File: src/hw/rtl/greedy_change_dispenser_unit_macros.svh
// assertion macros for the change dispenser
// used by files that check their own logic, expects clk and rst in scope
`ifndef GREEDY_CHANGE_DISPENSER_UNIT_MACROS_SVH
`define GREEDY_CHANGE_DISPENSER_UNIT_MACROS_SVH

// property that must hold at every edge out of reset
`define GCD_ASSERT_ALWAYS(label, prop, msg) \
  label: assert property (@(posedge clk) disable iff (rst) (prop)) else $error(msg);

// antecedent in one cycle implies consequent in the same cycle
`define GCD_ASSERT_IMPL(label, ante, cons, msg) \
  label: assert property (@(posedge clk) disable iff (rst) (ante) |-> (cons)) else $error(msg);

// antecedent in one cycle implies consequent in the next cycle
`define GCD_ASSERT_NEXT(label, ante, cons, msg) \
  label: assert property (@(posedge clk) disable iff (rst) (ante) |=> (cons)) else $error(msg);

`endif

File: src/hw/rtl/gcdisp_pkg.sv
// shared types, constants and reset values for the change dispenser
// no dependencies
package gcdisp_pkg;

  localparam int NUM_REGS        = 6;
  localparam int VALUE_W         = 10;
  localparam int AMOUNT_W        = 16;
  localparam int COUNT_W         = 16;
  localparam int SLOT_W          = 3;
  localparam int MODE_W          = 2;
  localparam int CFG_IDX_W       = 3;
  localparam int DEF_NUM_DENOMS  = 6;
  localparam int DEF_AMOUNT_BITS = 16;

  localparam logic [COUNT_W-1:0] STOCK_MAX = '1;

  localparam logic [MODE_W-1:0] MODE_LOAD    = 2'd0;
  localparam logic [MODE_W-1:0] MODE_DEPOSIT = 2'd1;
  localparam logic [MODE_W-1:0] MODE_CHANGE  = 2'd2;

  localparam logic STATUS_OK    = 1'b0;
  localparam logic STATUS_SHORT = 1'b1;

  typedef enum logic [2:0] {
    CELL_IDLE,
    CELL_DIV,
    CELL_CAP,
    CELL_MUL,
    CELL_SUB
  } cell_state_t;

  typedef enum logic [2:0] {
    ST_IDLE,
    ST_UPDATE,
    ST_ECHO,
    ST_START,
    ST_WALK,
    ST_FAIL,
    ST_COMMIT,
    ST_EMIT
  } ctrl_state_t;

  typedef struct packed {
    logic               load;
    logic               deposit;
    logic               commit;
    logic [COUNT_W-1:0] load_value;
  } cell_ctl_t;

  function automatic logic [VALUE_W-1:0] denom_reset(input int idx);
    logic [VALUE_W-1:0] v;
    case (idx)
      0: v = 10'd1;
      1: v = 10'd5;
      2: v = 10'd10;
      3: v = 10'd20;
      4: v = 10'd50;
      5: v = 10'd100;
      default: v = '0;
    endcase
    return v;
  endfunction

endpackage

File: src/hw/rtl/greedy_change_dispenser_unit.sv
// Load and deposit: the slot's stock is updated, then its new count is the result;
// an unknown mode, or a load or deposit to a slot past NUM_DENOMS-1, is taken with no result.
// Change: the amount runs down the slots through the one-bit-per-cycle divider in each; a
// shortfall gives a SHORT result, else the takes follow one per cycle while out_ready allows.
// One item at a time: the next input is taken once the last result is registered.
// Synchronous reset clears all stock counts and restores face values 1,5,10,20,50,100.
`include "greedy_change_dispenser_unit_macros.svh"
module greedy_change_dispenser_unit #(
  parameter int NUM_DENOMS  = gcdisp_pkg::DEF_NUM_DENOMS,
  parameter int AMOUNT_BITS = gcdisp_pkg::DEF_AMOUNT_BITS
) (
  input  logic                              clk,
  input  logic                              rst,
  input  logic                              cfg_write,
  input  logic [gcdisp_pkg::CFG_IDX_W-1:0]  cfg_index,
  input  logic [gcdisp_pkg::VALUE_W-1:0]    cfg_data,
  input  logic                              in_valid,
  output logic                              in_ready,
  input  logic [gcdisp_pkg::MODE_W-1:0]     mode,
  input  logic [gcdisp_pkg::SLOT_W-1:0]     slot,
  input  logic [gcdisp_pkg::AMOUNT_W-1:0]   amount,
  output logic                              out_valid,
  input  logic                              out_ready,
  output logic [gcdisp_pkg::SLOT_W-1:0]     slot_out,
  output logic [gcdisp_pkg::COUNT_W-1:0]    coin_count,
  output logic                              status,
  output logic [gcdisp_pkg::AMOUNT_W-1:0]   remaining,
  output logic                              last
);
  import gcdisp_pkg::*;

  localparam int SW = (NUM_DENOMS > 1) ? $clog2(NUM_DENOMS) : 1;
  localparam logic [AMOUNT_W-1:0] AMT_MASK =
    (AMOUNT_BITS >= AMOUNT_W) ? '1 : AMOUNT_W'((64'd1 << AMOUNT_BITS) - 64'd1);

  ctrl_state_t state, state_next;

  logic [MODE_W-1:0]      mode_q;
  logic [SLOT_W-1:0]      slot_q;
  logic [AMOUNT_W-1:0]    amount_q;
  logic [AMOUNT_BITS-1:0] rem_q;
  logic [SW-1:0]          idx, idx_next;

  logic                   upd, go, commit, out_load, out_free, in_xfer;
  logic [SLOT_W-1:0]      o_slot;
  logic [COUNT_W-1:0]     o_count;
  logic                   o_status, o_last;
  logic [AMOUNT_W-1:0]    o_rem;

  logic [NUM_DENOMS:0]    link_go;
  logic [AMOUNT_BITS-1:0] link_rem [NUM_DENOMS+1];
  logic [COUNT_W-1:0]     stock_q [NUM_DENOMS];
  logic [COUNT_W-1:0]     take_q [NUM_DENOMS];
  cell_ctl_t              ctl [NUM_DENOMS];

  assign in_xfer  = in_valid && in_ready;
  assign out_free = !out_valid || out_ready;

  assign link_go[NUM_DENOMS]  = go;
  assign link_rem[NUM_DENOMS] = AMOUNT_BITS'(amount_q);

  for (genvar i = 0; i < NUM_DENOMS; i++) begin : g_cell
    always_comb begin
      ctl[i].load       = upd && mode_q == MODE_LOAD && slot_q == SLOT_W'(i);
      ctl[i].deposit    = upd && mode_q == MODE_DEPOSIT && slot_q == SLOT_W'(i);
      ctl[i].commit     = commit;
      ctl[i].load_value = amount_q;
    end

    gcdisp_cell #(
      .IDX         (i),
      .AMOUNT_BITS (AMOUNT_BITS)
    ) u_cell (
      .clk       (clk),
      .rst       (rst),
      .cfg_write (cfg_write),
      .cfg_index (cfg_index),
      .cfg_data  (cfg_data),
      .ctl       (ctl[i]),
      .start     (link_go[i+1]),
      .rem_in    (link_rem[i+1]),
      .done      (link_go[i]),
      .rem_out   (link_rem[i]),
      .stock     (stock_q[i]),
      .take      (take_q[i])
    );
  end

  always_ff @(posedge clk) begin
    if (in_xfer) begin
      mode_q   <= mode;
      slot_q   <= slot;
      amount_q <= amount & AMT_MASK;
    end
    if (state == ST_WALK && link_go[0]) begin
      rem_q <= link_rem[0];
    end
    idx <= idx_next;
  end

  always_ff @(posedge clk) begin
    if (rst) begin
      state <= ST_IDLE;
    end else begin
      state <= state_next;
    end
  end

  always_comb begin
    state_next = state;
    idx_next   = idx;
    in_ready   = 1'b0;
    upd        = 1'b0;
    go         = 1'b0;
    commit     = 1'b0;
    out_load   = 1'b0;
    o_slot     = '0;
    o_count    = '0;
    o_status   = STATUS_OK;
    o_rem      = '0;
    o_last     = 1'b1;
    case (state)
      ST_IDLE: begin
        in_ready = 1'b1;
        if (in_valid) begin
          case (mode)
            MODE_LOAD, MODE_DEPOSIT: begin
              if ({1'b0, slot} < (SLOT_W+1)'(NUM_DENOMS)) begin
                state_next = ST_UPDATE;
              end
            end
            MODE_CHANGE: state_next = ST_START;
            default: state_next = ST_IDLE;
          endcase
        end
      end
      ST_UPDATE: begin
        upd        = 1'b1;
        state_next = ST_ECHO;
      end
      ST_ECHO: begin
        if (out_free) begin
          out_load   = 1'b1;
          o_slot     = slot_q;
          o_count    = stock_q[slot_q[SW-1:0]];
          state_next = ST_IDLE;
        end
      end
      ST_START: begin
        go         = 1'b1;
        state_next = ST_WALK;
      end
      ST_WALK: begin
        if (link_go[0]) begin
          state_next = (link_rem[0] == '0) ? ST_COMMIT : ST_FAIL;
        end
      end
      ST_FAIL: begin
        if (out_free) begin
          out_load   = 1'b1;
          o_status   = STATUS_SHORT;
          o_rem      = AMOUNT_W'(rem_q);
          state_next = ST_IDLE;
        end
      end
      ST_COMMIT: begin
        commit     = 1'b1;
        idx_next   = SW'(NUM_DENOMS - 1);
        state_next = ST_EMIT;
      end
      ST_EMIT: begin
        if (out_free) begin
          out_load = 1'b1;
          o_slot   = SLOT_W'(idx);
          o_count  = take_q[idx];
          o_last   = (idx == '0);
          if (idx == '0) begin
            state_next = ST_IDLE;
          end else begin
            idx_next = idx - SW'(1);
          end
        end
      end
      default: state_next = ST_IDLE;
    endcase
  end

  // output register
  always_ff @(posedge clk) begin
    if (rst) begin
      out_valid <= 1'b0;
    end else if (out_load) begin
      out_valid <= 1'b1;
    end else if (out_ready) begin
      out_valid <= 1'b0;
    end
  end

  always_ff @(posedge clk) begin
    if (out_load) begin
      slot_out   <= o_slot;
      coin_count <= o_count;
      status     <= o_status;
      remaining  <= o_rem;
      last       <= o_last;
    end
  end

  `GCD_ASSERT_ALWAYS(a_one_hop, $onehot0(link_go), "more than one transfer on the chain")
  `GCD_ASSERT_IMPL(a_done_in_walk, link_go[0], state == ST_WALK, "chain done outside a walk")
  `GCD_ASSERT_IMPL(a_commit_exact, state == ST_COMMIT, rem_q == '0, "commit with unpaid amount")
  `GCD_ASSERT_IMPL(a_no_overwrite, out_load, out_valid == 1'b0 || out_ready, "result overwritten")
  `GCD_ASSERT_NEXT(a_emit_done, state == ST_EMIT && out_free && idx == '0, state == ST_IDLE, "emit overran")

endmodule

File: src/hw/rtl/gcdisp_cell.sv
// one denomination slot: stock count, face value and a bit-serial divider
// takes the remaining amount from the slot above and hands it to the slot below
// depends on gcdisp_pkg
module gcdisp_cell #(
  parameter int IDX         = 0,
  parameter int AMOUNT_BITS = gcdisp_pkg::DEF_AMOUNT_BITS
) (
  input  logic                              clk,
  input  logic                              rst,
  input  logic                              cfg_write,
  input  logic [gcdisp_pkg::CFG_IDX_W-1:0]  cfg_index,
  input  logic [gcdisp_pkg::VALUE_W-1:0]    cfg_data,
  input  gcdisp_pkg::cell_ctl_t             ctl,
  input  logic                              start,
  input  logic [AMOUNT_BITS-1:0]            rem_in,
  output logic                              done,
  output logic [AMOUNT_BITS-1:0]            rem_out,
  output logic [gcdisp_pkg::COUNT_W-1:0]    stock,
  output logic [gcdisp_pkg::COUNT_W-1:0]    take
);
  import gcdisp_pkg::*;

  localparam int CW     = $clog2(AMOUNT_BITS);
  localparam int PROD_W = COUNT_W + VALUE_W;
  localparam int MW     = (AMOUNT_BITS > COUNT_W) ? AMOUNT_BITS : COUNT_W;
  localparam int DW     = (AMOUNT_BITS > PROD_W) ? AMOUNT_BITS : PROD_W;

  cell_state_t state, state_next;

  logic [VALUE_W-1:0]     value;
  logic [AMOUNT_BITS-1:0] quo;
  logic [AMOUNT_BITS-1:0] saved;
  logic [VALUE_W-1:0]     part;
  logic [CW-1:0]          cnt;
  logic [PROD_W-1:0]      prod;
  logic [VALUE_W:0]       trial;
  logic                   fits;
  logic [COUNT_W-1:0]     take_min;

  // face value register, slots past the register list stay at zero
  if (IDX < NUM_REGS) begin : g_value
    always_ff @(posedge clk) begin
      if (rst) begin
        value <= denom_reset(IDX);
      end else if (cfg_write && cfg_index == CFG_IDX_W'(IDX)) begin
        value <= cfg_data;
      end
    end
  end else begin : g_no_value
    assign value = '0;
  end

  // restoring division step, one quotient bit per cycle
  assign trial    = {part, quo[AMOUNT_BITS-1]};
  assign fits     = trial >= {1'b0, value};
  assign take_min = (MW'(quo) <= MW'(stock)) ? COUNT_W'(MW'(quo)) : stock;

  always_ff @(posedge clk) begin
    if (rst) begin
      stock <= '0;
    end else if (ctl.load) begin
      stock <= ctl.load_value;
    end else if (ctl.deposit) begin
      if (stock != STOCK_MAX) begin
        stock <= stock + COUNT_W'(1);
      end
    end else if (ctl.commit) begin
      stock <= stock - take;
    end
  end

  always_ff @(posedge clk) begin
    case (state)
      CELL_IDLE: begin
        if (start) begin
          quo   <= rem_in;
          saved <= rem_in;
          part  <= '0;
          cnt   <= '0;
        end
      end
      CELL_DIV: begin
        quo  <= {quo[AMOUNT_BITS-2:0], fits};
        part <= fits ? VALUE_W'(trial - {1'b0, value}) : trial[VALUE_W-1:0];
        cnt  <= cnt + CW'(1);
      end
      CELL_CAP: begin
        take <= (value == '0) ? '0 : take_min;
      end
      CELL_MUL: begin
        prod <= PROD_W'(take) * PROD_W'(value);
      end
      default: begin
      end
    endcase
  end

  always_ff @(posedge clk) begin
    if (rst) begin
      state <= CELL_IDLE;
    end else begin
      state <= state_next;
    end
  end

  always_comb begin
    state_next = state;
    done       = 1'b0;
    case (state)
      CELL_IDLE: begin
        if (start) begin
          state_next = CELL_DIV;
        end
      end
      CELL_DIV: begin
        if (cnt == CW'(AMOUNT_BITS - 1)) begin
          state_next = CELL_CAP;
        end
      end
      CELL_CAP: state_next = CELL_MUL;
      CELL_MUL: state_next = CELL_SUB;
      CELL_SUB: begin
        done       = 1'b1;
        state_next = CELL_IDLE;
      end
      default: state_next = CELL_IDLE;
    endcase
  end

  // product never exceeds the amount that entered the cell
  assign rem_out = AMOUNT_BITS'(DW'(saved) - DW'(prod));

endmodule
File: config.mk
export PLATFORM = sky130hd
export DESIGN_NAME = greedy_change_dispenser_unit
export DESIGN_NICKNAME = d
export VERILOG_FILES = /design/src/hw/rtl/gcdisp_pkg.sv /design/src/hw/rtl/greedy_change_dispenser_unit.sv /design/src/hw/rtl/gcdisp_cell.sv
export VERILOG_INCLUDE_DIRS = /design/src /design/src/hw/rtl
export SDC_FILE = /design/constraint.sdc
export NUM_CORES = 2
export LEC_CHECK = 0
export ABC_AREA = 0
export BUFFER_PORTS_ARGS = -buffer_cell sky130_fd_sc_hd__buf_2
export CORE_ASPECT_RATIO = 0.9
export CORE_MARGIN = 8
export CORE_UTILIZATION = 40
export CTS_CLUSTER_DIAMETER = 80
export CTS_CLUSTER_SIZE = 25
export DETAILED_ROUTE_END_ITERATION = 8
export PLACE_DENSITY = 0.6
export SKIP_LAST_GASP = 1
export SLEW_MARGIN = 30
export SYNTH_ARGS = -nofsm -noshare
export SYNTH_HDL_FRONTEND = slang
export SYNTH_SLANG_ARGS = --single-unit
File: constraint.sdc
create_clock -name clk -period 6.5 [get_ports clk]
set_input_delay 0.975 -clock clk [delete_from_list [all_inputs] [get_ports clk]]
set_output_delay 0.975 -clock clk [all_outputs]
set_load 0.1 [all_outputs]
==> results.md <==
- CP max stage cell: edfxtp_1
- Worst-case clock buffer depth: 3
- Hold WC Path Type: in2reg
- Max-Cap Viols: 0
- Clk_lat worst skew: 0.71 ns
- Period utilization: 83.7%
- CTS sink cnt: ~720
- Final setup viols: 0
- Core area: about 160000 µm²
- Syn nets: 7968
- IO Pins: 78
- Syn Std Cell Area: about 64000 µm²
- Row cnt: between 100 and 150
- Postcts setup bufs: 0
- Fmax: between 0.15 and 0.2 GHz
- Actual slew at the worst max-slew pin: 1.10 ns
- Critical path class: reg2reg
- Final wirelength: around 200000 µm
- XOR/XNOR share of the synthesized area: 5.75%
- Die area: 173000 µm²
- Via density: about 5.6
- Crit Path Max Fanout: 16
- DP HPWL: 154000 µm
- Area Growth Syn to Fin: 6.73%
- Cells after Synth: between 6000 and 7000
- Die Height: 395 µm
- Leading register cell type out of synthesis: edfxtp_1
- Largest net degree at the start of global routing: 65
- Design Area, Final: about 68000 µm²
- Avg Cell Area, Syn: 9.17 µm²
- Total track usage: 22.4%
- Simple-Gate Fraction of Synth Area: around 17%
- Routed length per instance: 22.2 µm
- Num CTS Buffers: 46
- Chip Width: 437 µm
- Largest family of logic cells by synthesized area: adder cells
- Placer Congestion: 0.940
- Post-Synth Adder-Cell Area: 24.1%
- Crit path capture type: flop
- Vias in the first global route: 48400
- Post-Layout Cell Count: roughly 9000
- Post-layout min period: 5.44 ns
- Max IR drop VDD: 189 µV
- Final clock skew: 0.0510 ns
- Final Slew Violations: 0
- First-pass GRT wire length: just over 300000 µm
- Grt ovf: 0
- Total number of vias: 50200
- Initial drt markers: 4738
- Slowest stage delay, CP: 0.84 ns
- Nets: between 7000 and 8000
- Async set-reset flop share out of synthesis: 0%
- DP Cell Count: 8931
- Hold slack: 0.455 ns
- PwrDens: 185 nW/µm²
- Top delay family on crit path: adder cells
- Antenna-violating nets left: 0
- Dpl cell area: 66500 µm²
- Outcome: finished clean
- Post-CTS sizing: 0
- Critical-path cell list: nand2_1 -> fa_1 -> inv_1 -> fa_1 -> inv_1 -> fa_1 -> inv_1 -> fa_1 -> inv_1 -> fa_1 -> inv_1 -> ha_1 -> nor2b_1 -> o2111ai_1 -> nand3_1 -> o41ai_1 -> xnor2_1
- Mux contribution to synthesized area: 4.08%
- Sequential-to-total area share from yosys stat: 31.2%
- Synth Area in Compound Gates: 10.4%
- TNS Setup: 0 ns
- Hold_buf cts: 0
- Worst path buffer plus inverter count: 5
- Area contributors post-synth: edfxtp_1 26%, fa_1 14%, ha_1 10%
- Crit path arrival time: ~5.9 ns
- Antenna violations before repair: 20
- Post-place setup slack: between 1 and 1.5 ns
- Worst endpoint required time: 6.91 ns
- Reg2reg start: g_cell[4].u_cell.take[6]$_SDFFCE_PN0N_
- Top cell type's share of synthesized area: 25.6%
- Filler cell count: 15600
- RSZ-0062 raised after global routing: false
- Cell leakage power: between 20 and 30 nW
- Hold path startpoint: amount[14]
- Clk pin slew, worst setup/hold paths: 0.10 ns
- Syn. warnings: 0
- Crit path launch: g_cell[4].u_cell.take[6]$_SDFFCE_PN0N_
- DRC: 0
- CTS tree: built
- Flip-flop and latch count after synthesis: 723
- Max-slew headroom: 26.8%
- PortBufs: between 70 and 80
- Root buffer cell: clkbuf_16
- First-pass detailed-route iteration total: 5
- EDFF count, synth: about 550
- Hold Fails Final Rpt: 0
- Pwr Total: 12.6 mW
- H-Tree Depth: 2
- Final Util: 42.9%
- Initial core utilization: roughly 40%
- CP Launch Type: flop
- Most area-hungry cell type in the Yosys netlist: edfxtp_1
- Share of cells above drive strength 1: 5.19%
- Count of cell types in the netlist: between 80 and 90
- Fin worst setup slack: 1.06 ns
## final timing paths
path                                         end  slack [ns]  cells past startpoint
max          g_cell[4].u_cell.prod[14]$_DFFE_PP_        1.06                     17
min                       amount_q[14]$_DFFE_PP_        0.46                      1
max reg2reg  g_cell[4].u_cell.prod[14]$_DFFE_PP_        1.06                     17
min reg2reg          remaining[14]$_SDFFCE_PN0P_        0.52                      1
## cell usage in the layout, fill, tap and decap left out, drive strengths merged, types with 38 or more instances in the layout
| master | count |
|---|---|
| a211oi | 59 |
| a21o | 74 |
| a21oi | 281 |
| a311oi | 42 |
| and2 | 265 |
| buf | 143 |
| clkbuf | 52 |
| dfxtp | 178 |
| edfxtp | 545 |
| fa | 438 |
| ha | 530 |
| inv | 893 |
| mux2i | 161 |
| nand2 | 1000 |
| nand2b | 41 |
| nand3 | 100 |
| nand4 | 63 |
| nor2 | 559 |
| nor2b | 78 |
| nor3 | 145 |
| nor4 | 50 |
| o211ai | 38 |
| o21a | 67 |
| o21ai | 202 |
| or3 | 47 |
| xnor2 | 284 |
| xor2 | 133 |
## Yosys cell counts (46+ instances only)
| cell type | count |
|---|---|
| dfxtp_1 | 178 |
| o21a_1 | 67 |
| edfxtp_1 | 545 |
| or3_1 | 46 |
| nand2_1 | 1000 |
| nor2b_1 | 78 |
| nand4_1 | 63 |
| nor3_1 | 145 |
| inv_1 | 871 |
| nand3_1 | 100 |
| a21o_1 | 74 |
| mux2i_1 | 161 |
| ha_1 | 530 |
| nor2_1 | 559 |
| o21ai_0 | 173 |
| xnor2_1 | 283 |
| a21oi_1 | 281 |
| fa_1 | 438 |
| clkbuf_1 | 261 |
| nor4_1 | 48 |
| and2_1 | 264 |
| xor2_1 | 133 |
| a211oi_1 | 59 |
## registers in the layout, indices dropped and copies added (netlist names), 18 cells and up
signal	cells
g_cell.u_cell.cnt	24
g_cell.u_cell.part	60
g_cell.u_cell.prod	96
g_cell.u_cell.quo	96
g_cell.u_cell.saved	96
g_cell.u_cell.state	18
g_cell.u_cell.stock	96
g_cell.u_cell.take	96
g_cell.u_cell.value	60
## cell families (layout without fill, tap and decap cells)
logic type,count (synthesis),in the layout
buffers and inverters,1171,1112
AND/OR/NAND/NOR,2441,2441
flip-flops,723,723
adder cells (fa/ha/maj),968,968
multiplexers,217,217
other,0,6
AO/OA/AOI/OAI,1024,1024
XOR/XNOR,417,417
## cell type report
cell class | count | area [µm²] | area share, %
inverter | 883 | 3310 | 4.86
clock buffer | 52 | 1170 | 1.72
timing repair buffer | 143 | 913 | 1.34
sequential | 723 | 19900 | 29.3
clock inverter | 34 | 423 | 0.621
tap | 2115 | 2650 | 3.88
multi-input combinational | 5067 | 39700 | 58.3
antenna | 6 | 15.0 | 0.0220
## worst reg2reg max path: cells and delay by family (launching register included)
kind                     cells  cell delay (ns)
AO/OA/AOI/OAI                2             0.55
XOR/XNOR                     1             0.10
adder cells (fa/ha/maj)      6             2.93
buffers and inverters        5             0.26
flip-flops                   1             0.84
AND/OR/NAND/NOR              3             0.51
## metal layers
metal	vias up	global-route usage, %	routed length [µm]
met3	341	4.66	18200
met1	24700	31.7	87200
li1	23200	-	-
met5	-	0	41
met2	1890	33.3	84300
met4	6	9.63	10300
## report_power, final
group	switching, mW	total, mW	internal (mW)
combinational	2.25	3.44	1.19
clock	1.95	3.41	1.46
sequential	0.467	5.76	5.30
No activity file was read; power rests on OpenSTA's default activity.
